==> src/hw/rtl/sbeu_pkg.sv <==
// Package for the sixteen-bit execute unit: command codes and width constants.
// Used by sixteen_bit_execute_unit_with_flags; sbeu_div does not import it.
package sbeu_pkg;

  localparam int unsigned CmdW = 5;

  typedef enum logic [CmdW-1:0] {
    CMD_ADD  = 5'd0,  CMD_OR   = 5'd1,  CMD_ADC  = 5'd2,  CMD_SBB  = 5'd3,
    CMD_AND  = 5'd4,  CMD_SUB  = 5'd5,  CMD_XOR  = 5'd6,  CMD_CMP  = 5'd7,
    CMD_ROL  = 5'd8,  CMD_ROR  = 5'd9,  CMD_SHL  = 5'd10, CMD_SHR  = 5'd11,
    CMD_SAR  = 5'd12, CMD_NOT  = 5'd13, CMD_NEG  = 5'd14, CMD_MUL  = 5'd15,
    CMD_IMUL = 5'd16, CMD_DIV  = 5'd17, CMD_IDIV = 5'd18, CMD_AAM  = 5'd19,
    CMD_AAD  = 5'd20, CMD_AAA  = 5'd21, CMD_AAS  = 5'd22
  } cmd_e;

  // Flag bundle carried between the sequencer and the datapath
  typedef struct packed {
    logic z;
    logic s;
    logic c;
  } flags_t;

endpackage

==> src/hw/rtl/sbeu_div.sv <==
// Iterative restoring divider, one quotient bit per cycle, 32 / 16 unsigned.
// Does not import sbeu_pkg.
module sbeu_div (
  input  logic        clk_i,
  input  logic        rst_ni,
  input  logic        start_i,
  input  logic [4:0]  steps_i,   // number of quotient bits to develop
  input  logic [31:0] num_i,     // dividend, left aligned to steps_i bits
  input  logic [15:0] den_i,
  output logic        done_o,
  output logic [31:0] quo_o,
  output logic [16:0] rem_o
);
  logic [4:0]  cnt_q, cnt_d;
  logic        busy_q, busy_d;
  logic        done_q, done_d;
  logic [31:0] quo_q, quo_d;
  logic [16:0] rem_q, rem_d;
  logic [17:0] trial;
  logic [16:0] shifted;

  // One shift-and-subtract step
  always_comb begin
    shifted = {rem_q[15:0], quo_q[31]};
    trial   = {1'b0, shifted} - {2'b00, den_i};
    cnt_d   = cnt_q;
    busy_d  = busy_q;
    quo_d   = quo_q;
    rem_d   = rem_q;
    done_d  = 1'b0;
    if (start_i) begin
      busy_d = 1'b1;
      cnt_d  = steps_i;
      quo_d  = num_i;
      rem_d  = '0;
    end else if (busy_q) begin
      if (trial[17]) begin
        rem_d = shifted;
        quo_d = {quo_q[30:0], 1'b0};
      end else begin
        rem_d = trial[16:0];
        quo_d = {quo_q[30:0], 1'b1};
      end
      cnt_d = cnt_q - 5'd1;
      // Last step: quotient and remainder are registered together with done_q
      if (cnt_q == 5'd1) begin
        busy_d = 1'b0;
        done_d = 1'b1;
      end
    end
  end

  always_ff @(posedge clk_i or negedge rst_ni) begin
    if (!rst_ni) begin
      busy_q <= 1'b0;
      done_q <= 1'b0;
      cnt_q  <= '0;
    end else begin
      busy_q <= busy_d;
      done_q <= done_d;
      cnt_q  <= cnt_d;
    end
  end

  always_ff @(posedge clk_i) begin
    quo_q <= quo_d;
    rem_q <= rem_d;
  end

  assign done_o = done_q;
  assign quo_o  = quo_q;
  assign rem_o  = rem_q;
endmodule

==> src/hw/rtl/sixteen_bit_execute_unit_with_flags.sv <==
// Sixteen-bit execute unit with persistent carry, zero and sign flags.
// ALU/not/neg/aad/aaa/aas, unused codes, zero-count shifts and zero divisors finish
// in the execute state; shifts and rotates take one step per count, multiplies go
// through one registered 16x16 product, and divide and aam take one restoring step
// per quotient bit plus a register for completion.
// One command at a time; in_ready_o is low until the result is transferred.
// rst_ni (async, active low) clears the flags and the sequencer.
module sixteen_bit_execute_unit_with_flags (
  input  logic        clk_i,
  input  logic        rst_ni,
  input  logic        in_valid_i,
  output logic        in_ready_o,
  input  logic [4:0]  command_i,
  input  logic        wide_i,
  input  logic [31:0] operand_a_i,
  input  logic [15:0] operand_b_i,
  input  logic [7:0]  shift_count_i,
  output logic        out_valid_o,
  input  logic        out_ready_i,
  output logic [15:0] result_low_o,
  output logic [15:0] result_high_o,
  output logic        zero_out_o,
  output logic        sign_out_o,
  output logic        carry_out_o,
  output logic        fault_o
);
  import sbeu_pkg::*;

  typedef enum logic [2:0] {
    ST_IDLE, ST_EXEC, ST_SHIFT, ST_MUL, ST_DIV, ST_OUT
  } state_e;

  state_e      state_q;
  flags_t      flg_q;
  logic [4:0]  cmd_q;
  logic        wide_q;
  logic [31:0] opa_q;
  logic [15:0] opb_q;
  logic [7:0]  cnt_q;
  logic [15:0] v_q;
  logic        c_q;
  logic [31:0] prod_q;
  logic        neg_q, negr_q;
  logic [15:0] lo_q, hi_q;
  logic        flt_q;

  // Width helpers
  logic [15:0] m, sbit, a, b;
  assign m    = wide_q ? 16'hFFFF : 16'h00FF;
  assign sbit = wide_q ? 16'h8000 : 16'h0080;
  assign a    = opa_q[15:0] & m;
  assign b    = opb_q & m;

  // Two-operand ALU
  logic [16:0] alu_r;
  logic        alu_c;
  logic [15:0] alu_m;
  always_comb begin
    alu_r = '0;
    alu_c = 1'b0;
    unique case (cmd_q[2:0])
      3'd0: alu_r = {1'b0, a} + {1'b0, b};
      3'd1: alu_r = {1'b0, a | b};
      3'd2: alu_r = {1'b0, a} + {1'b0, b} + {16'd0, flg_q.c};
      3'd3: alu_r = {1'b0, a} - {1'b0, b} - {16'd0, flg_q.c};
      3'd4: alu_r = {1'b0, a & b};
      3'd6: alu_r = {1'b0, a ^ b};
      default: alu_r = {1'b0, a} - {1'b0, b};
    endcase
    alu_m = alu_r[15:0] & m;
    unique case (cmd_q[2:0])
      3'd0, 3'd2: alu_c = wide_q ? alu_r[16] : alu_r[8];
      3'd3, 3'd5, 3'd7: alu_c = alu_r[16];
      default: alu_c = 1'b0;
    endcase
  end

  // Single shift step
  logic [15:0] sh_v;
  logic        sh_c, msb;
  always_comb begin
    msb  = wide_q ? v_q[15] : v_q[7];
    sh_v = v_q;
    sh_c = c_q;
    unique case (cmd_q)
      CMD_ROL: begin sh_c = msb; sh_v = ({v_q[14:0], msb}) & m; end
      CMD_ROR: begin sh_c = v_q[0]; sh_v = (v_q >> 1) | (v_q[0] ? sbit : 16'd0); end
      CMD_SHL: begin sh_c = msb; sh_v = {v_q[14:0], 1'b0} & m; end
      CMD_SHR: begin sh_c = v_q[0]; sh_v = v_q >> 1; end
      default: begin sh_c = v_q[0]; sh_v = (v_q >> 1) | (v_q & sbit); end
    endcase
  end

  // Divider operands: magnitudes, aligned to the number of quotient bits
  logic        is_aam, div_start, div_done;
  logic [31:0] num_mag, div_num, div_quo;
  logic [15:0] den_mag, den_raw;
  logic [16:0] div_rem;
  logic [4:0]  div_steps;
  logic        nsg, dsg;
  always_comb begin
    is_aam  = (cmd_q == CMD_AAM);
    den_raw = is_aam ? {8'd0, opb_q[7:0]} : b;
    nsg = 1'b0;
    dsg = 1'b0;
    if (cmd_q == CMD_IDIV) begin
      nsg = wide_q ? opa_q[31] : opa_q[15];
      dsg = wide_q ? b[15] : b[7];
    end
    if (is_aam)      num_mag = {24'd0, opa_q[7:0]};
    else if (wide_q) num_mag = nsg ? (32'd0 - opa_q) : opa_q;
    else             num_mag = nsg ? {16'd0, 16'd0 - opa_q[15:0]} : {16'd0, opa_q[15:0]};
    den_mag   = dsg ? (16'd0 - den_raw) & m : den_raw;
    div_steps = is_aam ? 5'd8 : (wide_q ? 5'd0 : 5'd16); // 0 means 32 via wrap
    if (is_aam)      div_num = {opa_q[7:0], 24'd0};
    else if (wide_q) div_num = num_mag;
    else             div_num = {num_mag[15:0], 16'd0};
  end

  sbeu_div u_div (
    .clk_i   (clk_i),
    .rst_ni  (rst_ni),
    .start_i (div_start),
    .steps_i (div_steps),
    .num_i   (div_num),
    .den_i   (den_mag),
    .done_o  (div_done),
    .quo_o   (div_quo),
    .rem_o   (div_rem)
  );

  logic div_zero;
  assign div_zero  = (den_raw == 16'd0);
  assign div_start = (state_q == ST_EXEC) &&
                     (cmd_q == CMD_DIV || cmd_q == CMD_IDIV || cmd_q == CMD_AAM) && !div_zero;

  // Multiplier operands
  logic [15:0] ma, mb;
  logic        msa, msb2;
  assign msa  = (cmd_q == CMD_IMUL) && (wide_q ? a[15] : a[7]);
  assign msb2 = (cmd_q == CMD_IMUL) && (wide_q ? b[15] : b[7]);
  assign ma   = msa ? (16'd0 - a) & m : a;
  assign mb   = msb2 ? (16'd0 - b) & m : b;

  logic [31:0] sp;
  logic [15:0] q16, r16;
  logic [7:0]  aad_l;
  logic [15:0] aad_p;
  logic [7:0]  al, ah;
  logic        adj;
  always_comb begin
    sp    = negr_q ? 32'd0 - prod_q : prod_q;
    q16   = neg_q  ? 16'd0 - div_quo[15:0] : div_quo[15:0];
    r16   = negr_q ? 16'd0 - div_rem[15:0] : div_rem[15:0];
    aad_p = {8'd0, opa_q[15:8]} * {8'd0, opb_q[7:0]};
    aad_l = aad_p[7:0] + opa_q[7:0];
    adj   = (opa_q[3:0] > 4'd9) || flg_q.c;
    al    = opa_q[7:0];
    ah    = opa_q[15:8];
    if (adj) begin
      if (cmd_q == CMD_AAA) begin al = al + 8'd6; ah = ah + 8'd1; end
      else                  begin al = al - 8'd6; ah = ah - 8'd1; end
    end
  end

  assign in_ready_o    = (state_q == ST_IDLE);
  assign out_valid_o   = (state_q == ST_OUT);
  assign result_low_o  = lo_q;
  assign result_high_o = hi_q;
  assign zero_out_o    = flg_q.z;
  assign sign_out_o    = flg_q.s;
  assign carry_out_o   = flg_q.c;
  assign fault_o       = flt_q;

  // Sequencer, flags and result registers
  always_ff @(posedge clk_i or negedge rst_ni) begin
    if (!rst_ni) begin
      state_q <= ST_IDLE;
      flg_q   <= '0;
    end else begin
      unique case (state_q)
        ST_IDLE: begin
          if (in_valid_i) begin
            cmd_q   <= command_i;
            wide_q  <= wide_i;
            opa_q   <= operand_a_i;
            opb_q   <= operand_b_i;
            cnt_q   <= shift_count_i;
            state_q <= ST_EXEC;
          end
        end
        ST_EXEC: begin
          lo_q  <= '0;
          hi_q  <= '0;
          flt_q <= 1'b0;
          state_q <= ST_OUT;
          if (cmd_q <= CMD_CMP) begin
            lo_q  <= (cmd_q == CMD_CMP) ? a : alu_m;
            flg_q <= '{z: (alu_m == 16'd0), s: |(alu_m & sbit), c: alu_c};
          end else if (cmd_q <= CMD_SAR) begin
            v_q <= a;
            c_q <= flg_q.c;
            if (cnt_q == 8'd0) lo_q <= a;
            else state_q <= ST_SHIFT;
          end else if (cmd_q == CMD_NOT) begin
            lo_q <= ~a & m;
          end else if (cmd_q == CMD_NEG) begin
            lo_q  <= (16'd0 - a) & m;
            flg_q <= '{z: (a == 16'd0), s: |((16'd0 - a) & sbit), c: (a != 16'd0)};
          end else if (cmd_q == CMD_MUL || cmd_q == CMD_IMUL) begin
            prod_q  <= ma * mb;
            negr_q  <= msa ^ msb2;
            state_q <= ST_MUL;
          end else if (cmd_q == CMD_DIV || cmd_q == CMD_IDIV || cmd_q == CMD_AAM) begin
            if (div_zero) begin
              flt_q <= 1'b1;
              lo_q  <= opa_q[15:0];
              hi_q  <= (wide_q && !is_aam) ? opa_q[31:16] : 16'd0;
            end else begin
              neg_q   <= nsg ^ dsg;
              negr_q  <= nsg;
              state_q <= ST_DIV;
            end
          end else if (cmd_q == CMD_AAD) begin
            lo_q  <= {8'd0, aad_l};
            flg_q <= '{z: (aad_l == 8'd0), s: aad_l[7], c: flg_q.c};
          end else if (cmd_q == CMD_AAA || cmd_q == CMD_AAS) begin
            lo_q    <= {ah, 4'd0, al[3:0]};
            flg_q.c <= adj;
          end
        end
        ST_SHIFT: begin
          v_q   <= sh_v;
          c_q   <= sh_c;
          cnt_q <= cnt_q - 8'd1;
          if (cnt_q == 8'd1) begin
            lo_q    <= sh_v;
            flg_q.c <= sh_c;
            if (cmd_q >= CMD_SHL) begin
              flg_q.z <= (sh_v == 16'd0);
              flg_q.s <= |(sh_v & sbit);
            end
            state_q <= ST_OUT;
          end
        end
        ST_MUL: begin
          lo_q <= sp[15:0];
          hi_q <= wide_q ? sp[31:16] : 16'd0;
          if (cmd_q == CMD_MUL) flg_q.c <= wide_q ? (sp[31:16] != 16'd0) : (sp[15:8] != 8'd0);
          else flg_q.c <= wide_q ? (sp[31:16] != {16{sp[15]}}) : (sp[15:8] != {8{sp[7]}});
          state_q <= ST_OUT;
        end
        ST_DIV: begin
          if (div_done) begin
            if (is_aam) begin
              lo_q  <= {div_quo[7:0], div_rem[7:0]};
              flg_q <= '{z: (div_rem[7:0] == 8'd0), s: div_rem[7], c: flg_q.c};
            end else if (wide_q) begin
              lo_q <= q16;
              hi_q <= r16;
            end else begin
              lo_q <= {r16[7:0], q16[7:0]};
            end
            state_q <= ST_OUT;
          end
        end
        default: begin
          if (out_ready_i) state_q <= ST_IDLE;
        end
      endcase
    end
  end
endmodule
==> config.mk <==
export PLATFORM = sky130hd
export DESIGN_NAME = sixteen_bit_execute_unit_with_flags
export DESIGN_NICKNAME = d
export VERILOG_FILES = /design/src/hw/rtl/sbeu_pkg.sv /design/src/hw/rtl/sbeu_div.sv /design/src/hw/rtl/sixteen_bit_execute_unit_with_flags.sv
export SDC_FILE = /design/constraint.sdc
export NUM_CORES = 2
export LEC_CHECK = 0
export BUFFER_PORTS_ARGS = -buffer_cell sky130_fd_sc_hd__buf_2
export CELL_PAD_IN_SITES_DETAIL_PLACEMENT = 0
export CELL_PAD_IN_SITES_GLOBAL_PLACEMENT = 1
export CORE_UTILIZATION = 25
export DETAILED_ROUTE_END_ITERATION = 10
export GPL_TIMING_DRIVEN = 0
export PLACE_DENSITY = 0.56
export SLEW_MARGIN = 20
export SYNTH_ARGS = -nofsm -noshare
export SYNTH_HDL_FRONTEND = slang
export SYNTH_SLANG_ARGS = --single-unit
==> constraint.sdc <==
create_clock -name clk_i -period 12.68 [get_ports clk_i]
set_input_delay 1.268 -clock clk_i [delete_from_list [all_inputs] [get_ports clk_i]]
set_output_delay 1.268 -clock clk_i [all_outputs]
set_load 0.005 [all_outputs]
======== Yosys cells after proc, flatten, opt, wreduce, memory -nomap -nowiden ========
Cells that the tools add are included.
Widths: inputs -> output; s select.
cells by class
  shift-type cells ........................ 0
  mux-type cells .......................... 113
  div/mod/pow operators ................... 0
  reductions and logical operators ........ 52
  equal/unequal tests ..................... 48
  bitwise gates (word level) .............. 29
  add/subtract/negate cells ............... 20
  $mul .................................... 2
  $lt $le $gt $ge ......................... 4
operators by type and width
  cell                   number
  $mux 16                40
  $and 16x16->16         14
  $mux 32                7
  $pmux 16 s4            2
  $pmux 17 s6            1
  $sub 1x16->16 const A  6
  $logic_not 16->1       4
  $sub 1x32->32 const A  2
  $mux 3                 19
  $pmux 16 s3            1
  $reduce_or 16->1       3
  $eq 5x4->1 const B     7
  $eq 5x5->1 const B     7
  $mul 16x16->32         1
  $or 15x16->16          2
  $pmux 16 s2            1
  $reduce_bool 16->1     2
  $mux 1                 26
  $logic_not 8->1        3
  $mux 8                 3
  $mux 5                 4
  $eq 3x3->1 const B     6
  $reduce_and 9->1       2
  $sub 17x16->18         1
  other kinds (58)       104
word-level totals
  memories kept ........................... 0
  latch bits .............................. 0
  register bits ........................... 206
  memory bits (read-only) ................. 0
  bits in writable memories ............... 0

======== Logic depth before layout (Yosys ltp) ========
  word-level depth ........................ 12
  depth in mapped cells ................... 36
  mapped depth without buffers ............ 33

======== Hierarchy ========
A second synthesis with hierarchy kept.
second synthesis, totals
  cells, all modules ...................... 3,310
  area total of the unflattened synthesis .. 27,740.4 um^2
modules (own cells, without submodules)
  module                               sequential area each (um^2)  cells an instance  area an instance (um^2)  instances
  sixteen_bit_execute_unit_with_flags  4,504.3                      3,002              24,404.7                 1
  sbeu_div                             1,476.4                      308                3,335.7                  1

======== Worst setup path after synthesis ========
Ideal clock, no wire load.
  path kind ............................... register -> register
  start point ............................. register opa_q[0]
  end point ............................... register prod_q[29] (data pin)
  path slack .............................. 3,726 ps
  path buffers ............................ 3
  stages on the path, launching flop included .. 34
  arrival ................................. 8,692 ps
  library setup time ...................... 262 ps
  path through ............................ edfxtp_1 clkbuf_1 inv_1 clkbuf_1 ha_1 or3b_2 nor3_1 nand2_1 nor3_1 nor2_1 xnor2_1 nor2_1 clkbuf_1 nand2_1 fa_1 inv_1 fa_1 inv_1 fa_1 fa_1 inv_1 fa_1 fa_1 ha_1 a21boi_0 a2111oi_0 o31ai_1 nand4_1 a31oi_1 o22ai_1 o21bai_1 a21oi_1 a21oi_1 xor2_1
between the ends
  word-level cells in the longest chain between the ends .. 5
ends and longest elaborated chain
  element                   RTL line                                    text
  start: declaration        sixteen_bit_execute_unit_with_flags.sv:37   logic [31:0] opa_q;
  start signal: assignment  sixteen_bit_execute_unit_with_flags.sv:186  opa_q <= operand_a_i;
  $and 16x16->16 (*)        sixteen_bit_execute_unit_with_flags.sv:51   assign a = opa_q[15:0] & m;
  $sub 1x16->16             sixteen_bit_execute_unit_with_flags.sv:142  assign ma = msa ? (16'd0 - a) & m : a;
  $and 16x16->16            sixteen_bit_execute_unit_with_flags.sv:142
  $mux 16 (*)               sixteen_bit_execute_unit_with_flags.sv:142
  $mul 16x16->32 (*)        sixteen_bit_execute_unit_with_flags.sv:211  prod_q <= ma * mb;
  end signal: assignment    sixteen_bit_execute_unit_with_flags.sv:211
  end: declaration          sixteen_bit_execute_unit_with_flags.sv:42   logic [31:0] prod_q;
Every way passes the cells marked *; elsewhere a longest branch is shown, timed or not.
A chain may end at the register's enable or synchronous reset.

======== Final worst setup path ========
  start point ............................. register opa_q[0]
  end point ............................... register prod_q[28] (data pin)
The elaborated chain is that of the path after synthesis.

==> run_results.csv <==
group,metric,value,unit
cells_and_area,fin_area,31200,sq um
hold_path,hp-class,"reg2reg",
timing,period_share,95.0,%
die,rows,121,
synthesis,yosys_warnings,0,
die,pin_count,104,
synthesis,async_flop_share,6.31,%
global_routing,grtUsageMet3,2.56,%
clock_network,numCtsBuffers,26,
timing,rsz0062_at_grt,"false",
timing,final_hold_viol_count,0,
synthesis,synth_fp_nets,3843,
cells_and_area,fillers,12000,
global_routing,met1_usage,30.3,%
pwr,leakage,12.8,nW
cells_and_area,fin_nets,3990,
die,die_area,112000,sq um
pwr,clock_power_share,11.9,%
cells_and_area,final_util,28.6,%
pwr,share_comb_of_total_power,69.0,%
die,fp.coreArea,109000,sq um
clock_network,clockRootBuffer,"clkbuf_16",
die,die_w,335,microns
cells_and_area,multi_input_area,19900,sq um
placed_design,io_buffers,103,
synthesis,synth_enable_flop_cells,177,
synthesis,yosys.area.top_type,"edfxtp_1",
pwr,p_int,3.22,mW
clock_network,cts_buffer_depth,3,
drt,antenna_left,0,
job,drv_cap,0,
setup_path,worstPathRequired,13.02,ns
timing,whs,0.540,ns
synthesis,yosysMostFrequentCell,"nand2_1",
synthesis,syn_inst,3355,
global_routing,gr-max-usage-layer,"met2",
setup_path,cp_slowest_stage_delay,0.73,ns
setup_path,crit_top_cell,"fa_1",
global_routing,grt_overflow,0,
drt,routed_wirelength,126,mm
pwr,sw_frac_of_total,51.4,%
timing,period_needed,12.04,ns
global_routing,grt_pass1_vias,25800,
pwr,p_seq_share,19.0,%
clock_network,clk_latency,0.62,ns
synthesis,syn_area,27700,sq um
pwr,p_sw,3.41,mW
timing,skew,0.0249,ns
placed_design,post_dp_cell_area,30300,sq um
drt,drt_iter0_markers,2472,
timing,setup_tns,0,ns
global_routing,antenna_found_initial,3,
drt,first_pass_iters,8,
pwr,power_density,212,nW/um^2
drt,vias,26100,
clock_network,cts-resized-gates,3,
timing,setup_slack,0.638,ns
setup_path,slowest_stage,"xnor2_1",
setup_path,crit_type,"reg2reg",
clock_network,htree_levels,1,
clock_network,cts_setup_buffers,0,
setup_path,worstSetupEndpointType,"register",
timing,fmax,83.0,MHz
global_routing,grt_util_all_layers,22.2,%
outcome,status,"complete, no violations",
synthesis,seq_area_frac_synth,21.5,%
timing,worst_pin_slew,1.26,ns
die,fp.dieH,335,microns
clock_network,cts_tree,"done",
setup_path,cp.arrival,12.39,ns
placed_design,gp_congestion,0.973,
timing,drv_slew,0,
synthesis,synth_commonest_cells,"nand2_1, inv_1, nor2_1",
placed_design,pre_cts_ws,-0.571,ns
synthesis,synth_top_area_share,19.2,%
cells_and_area,register_area,5960,sq um
drt,viasPerCell,5.21,
cells_and_area,area_growth,12.8,%
die,initial_core_util,25.3,%
synthesis,synth-seq-cells,206,
synthesis,syn_avg_cell_area,8.26,sq um
timing,setup_viol,0,
drt,drc,0,
synthesis,ys.flop_type,"edfxtp_1",
clock_network,clkSlewWorstSetupHoldPaths,0.07,ns
setup_path,cp_max_fo,12,
synthesis,yosys-top-cells-area,"edfxtp_1, fa_1, ha_1, nand2_1, xnor2_1",
global_routing,met2_usage,36.4,%
pwr,ir_worst_vdd,0.201,mV
timing,slew_headroom,16.0,%
synthesis,synth_cell_types,94,
setup_path,cp-start-kind,"register",
cells_and_area,drive_above_1_share,6.67,%
drt,wire_per_inst,25.3,microns
clock_network,cts.sinks,206,
placed_design,dpl.hpwl,102,mm
global_routing,grt_start_max_net_pins,33,
global_routing,grt_pass1_wl,183,mm
clock_network,postCtsHoldBufs,0,
[placed cells by master, fill, tap and decap left out, types with 110 or more instances in the layout]
master,instances
buf_2,110
nor2_1,330
o21ai_0,175
nand2_1,430
a21oi_1,189
inv_1,347
xnor2_1,152
edfxtp_1,177
ha_1,205
fa_1,217
clkbuf_1,144
[path summary, 6_finish.rpt]
check,cells past startpoint,slack (ns),end,start
worst min-delay path,2,0.54,u_div.quo_o[29]$_DFFE_PP_,u_div.quo_o[28]$_DFFE_PP_
max in group asynchronous,1,11.74,state_q[0]$_DFFE_PN0P_,rst_ni
worst min register to register,2,0.54,u_div.quo_o[29]$_DFFE_PP_,u_div.quo_o[28]$_DFFE_PP_
worst max-delay path,32,0.64,prod_q[28]$_DFFE_PP_,opa_q[0]$_DFFE_PP_
min in group asynchronous,1,0.60,carry_out_o$_DFFE_PN0P_,rst_ni
worst max register to register,32,0.64,prod_q[28]$_DFFE_PP_,opa_q[0]$_DFFE_PP_
[logic make-up after synthesis]
logic type      share of synthesized area (%)
compound gates                           17.5
xor+xnor                                 7.78
fa+ha+maj                                24.9
buf+inv                                  7.03
flops                                    21.5
mux                                      1.79
simple gates                             19.4
[state kept, by name (all words and copies together), names as in the netlist, 3 cells and up]
name           cells
cmd_q              5
prod_q            32
v_q               16
result_low_o      16
opa_q             32
u_div.rem_o       16
result_high_o     16
u_div.quo_o       32
cnt_q              8
opb_q             16
u_div.cnt_q        5
state_q            3
[worst max-delay path: cells and delay by family, from the launching register on]
kind | cells | cell delay, ns
xor gates and xnor gates | 1 | 0.73
AOI/OAI and AO/OA | 8 | 2.25
buffers and inverters | 7 | 2.02
adders and majority gates | 8 | 3.75
and+or+nand+nor | 8 | 2.46
DFF | 1 | 0.53
[per-stage QoR]
step / total power, mW / instances
6_report: 6.63 / 4999
5_1_grt: 7.18 / 4998
4_1_cts: 6.68 / 4998
3_5_place_dp: 5.85 / 4950
3_3_place_gp: 5.86 / 4934
2_1_floorplan: 4.21 / 3355
[layout make-up]
cell class	count	share of cell area, %
Tap cell	1476	5.91
Clock buffer	32	2.19
Sequential cell	206	19.1
Antenna cell	1	0.00801
Clock inverter	16	0.593
Inverter	353	4.25
Multi-Input combinational cell	2632	63.8
Timing Repair Buffer	119	2.14
Buffer	164	2.02
[power groups by stage]
stage | registers [mW] | logic, mW | clock network [mW]
after floorplan | 1.21 | 3.00 | 0
after global routing | 1.28 | 5.08 | 0.823
after global placement | 1.28 | 4.57 | 0
after CTS | 1.26 | 4.61 | 0.807
final | 1.26 | 4.58 | 0.791
after detailed placement | 1.27 | 4.58 | 0
[metal layers]
layer | wire length (microns) | up-vias | share of wire [%]
li1 | - | 11900 | -
met1 | 56200 | 13100 | 44
met2 | 57900 | 913 | 46
met3 | 7910 | 163 | 6.3
met4 | 4410 | 0 | 3.5
met5 | 0 | - | 0
Note: power is estimated with default switching activity, not from simulation.
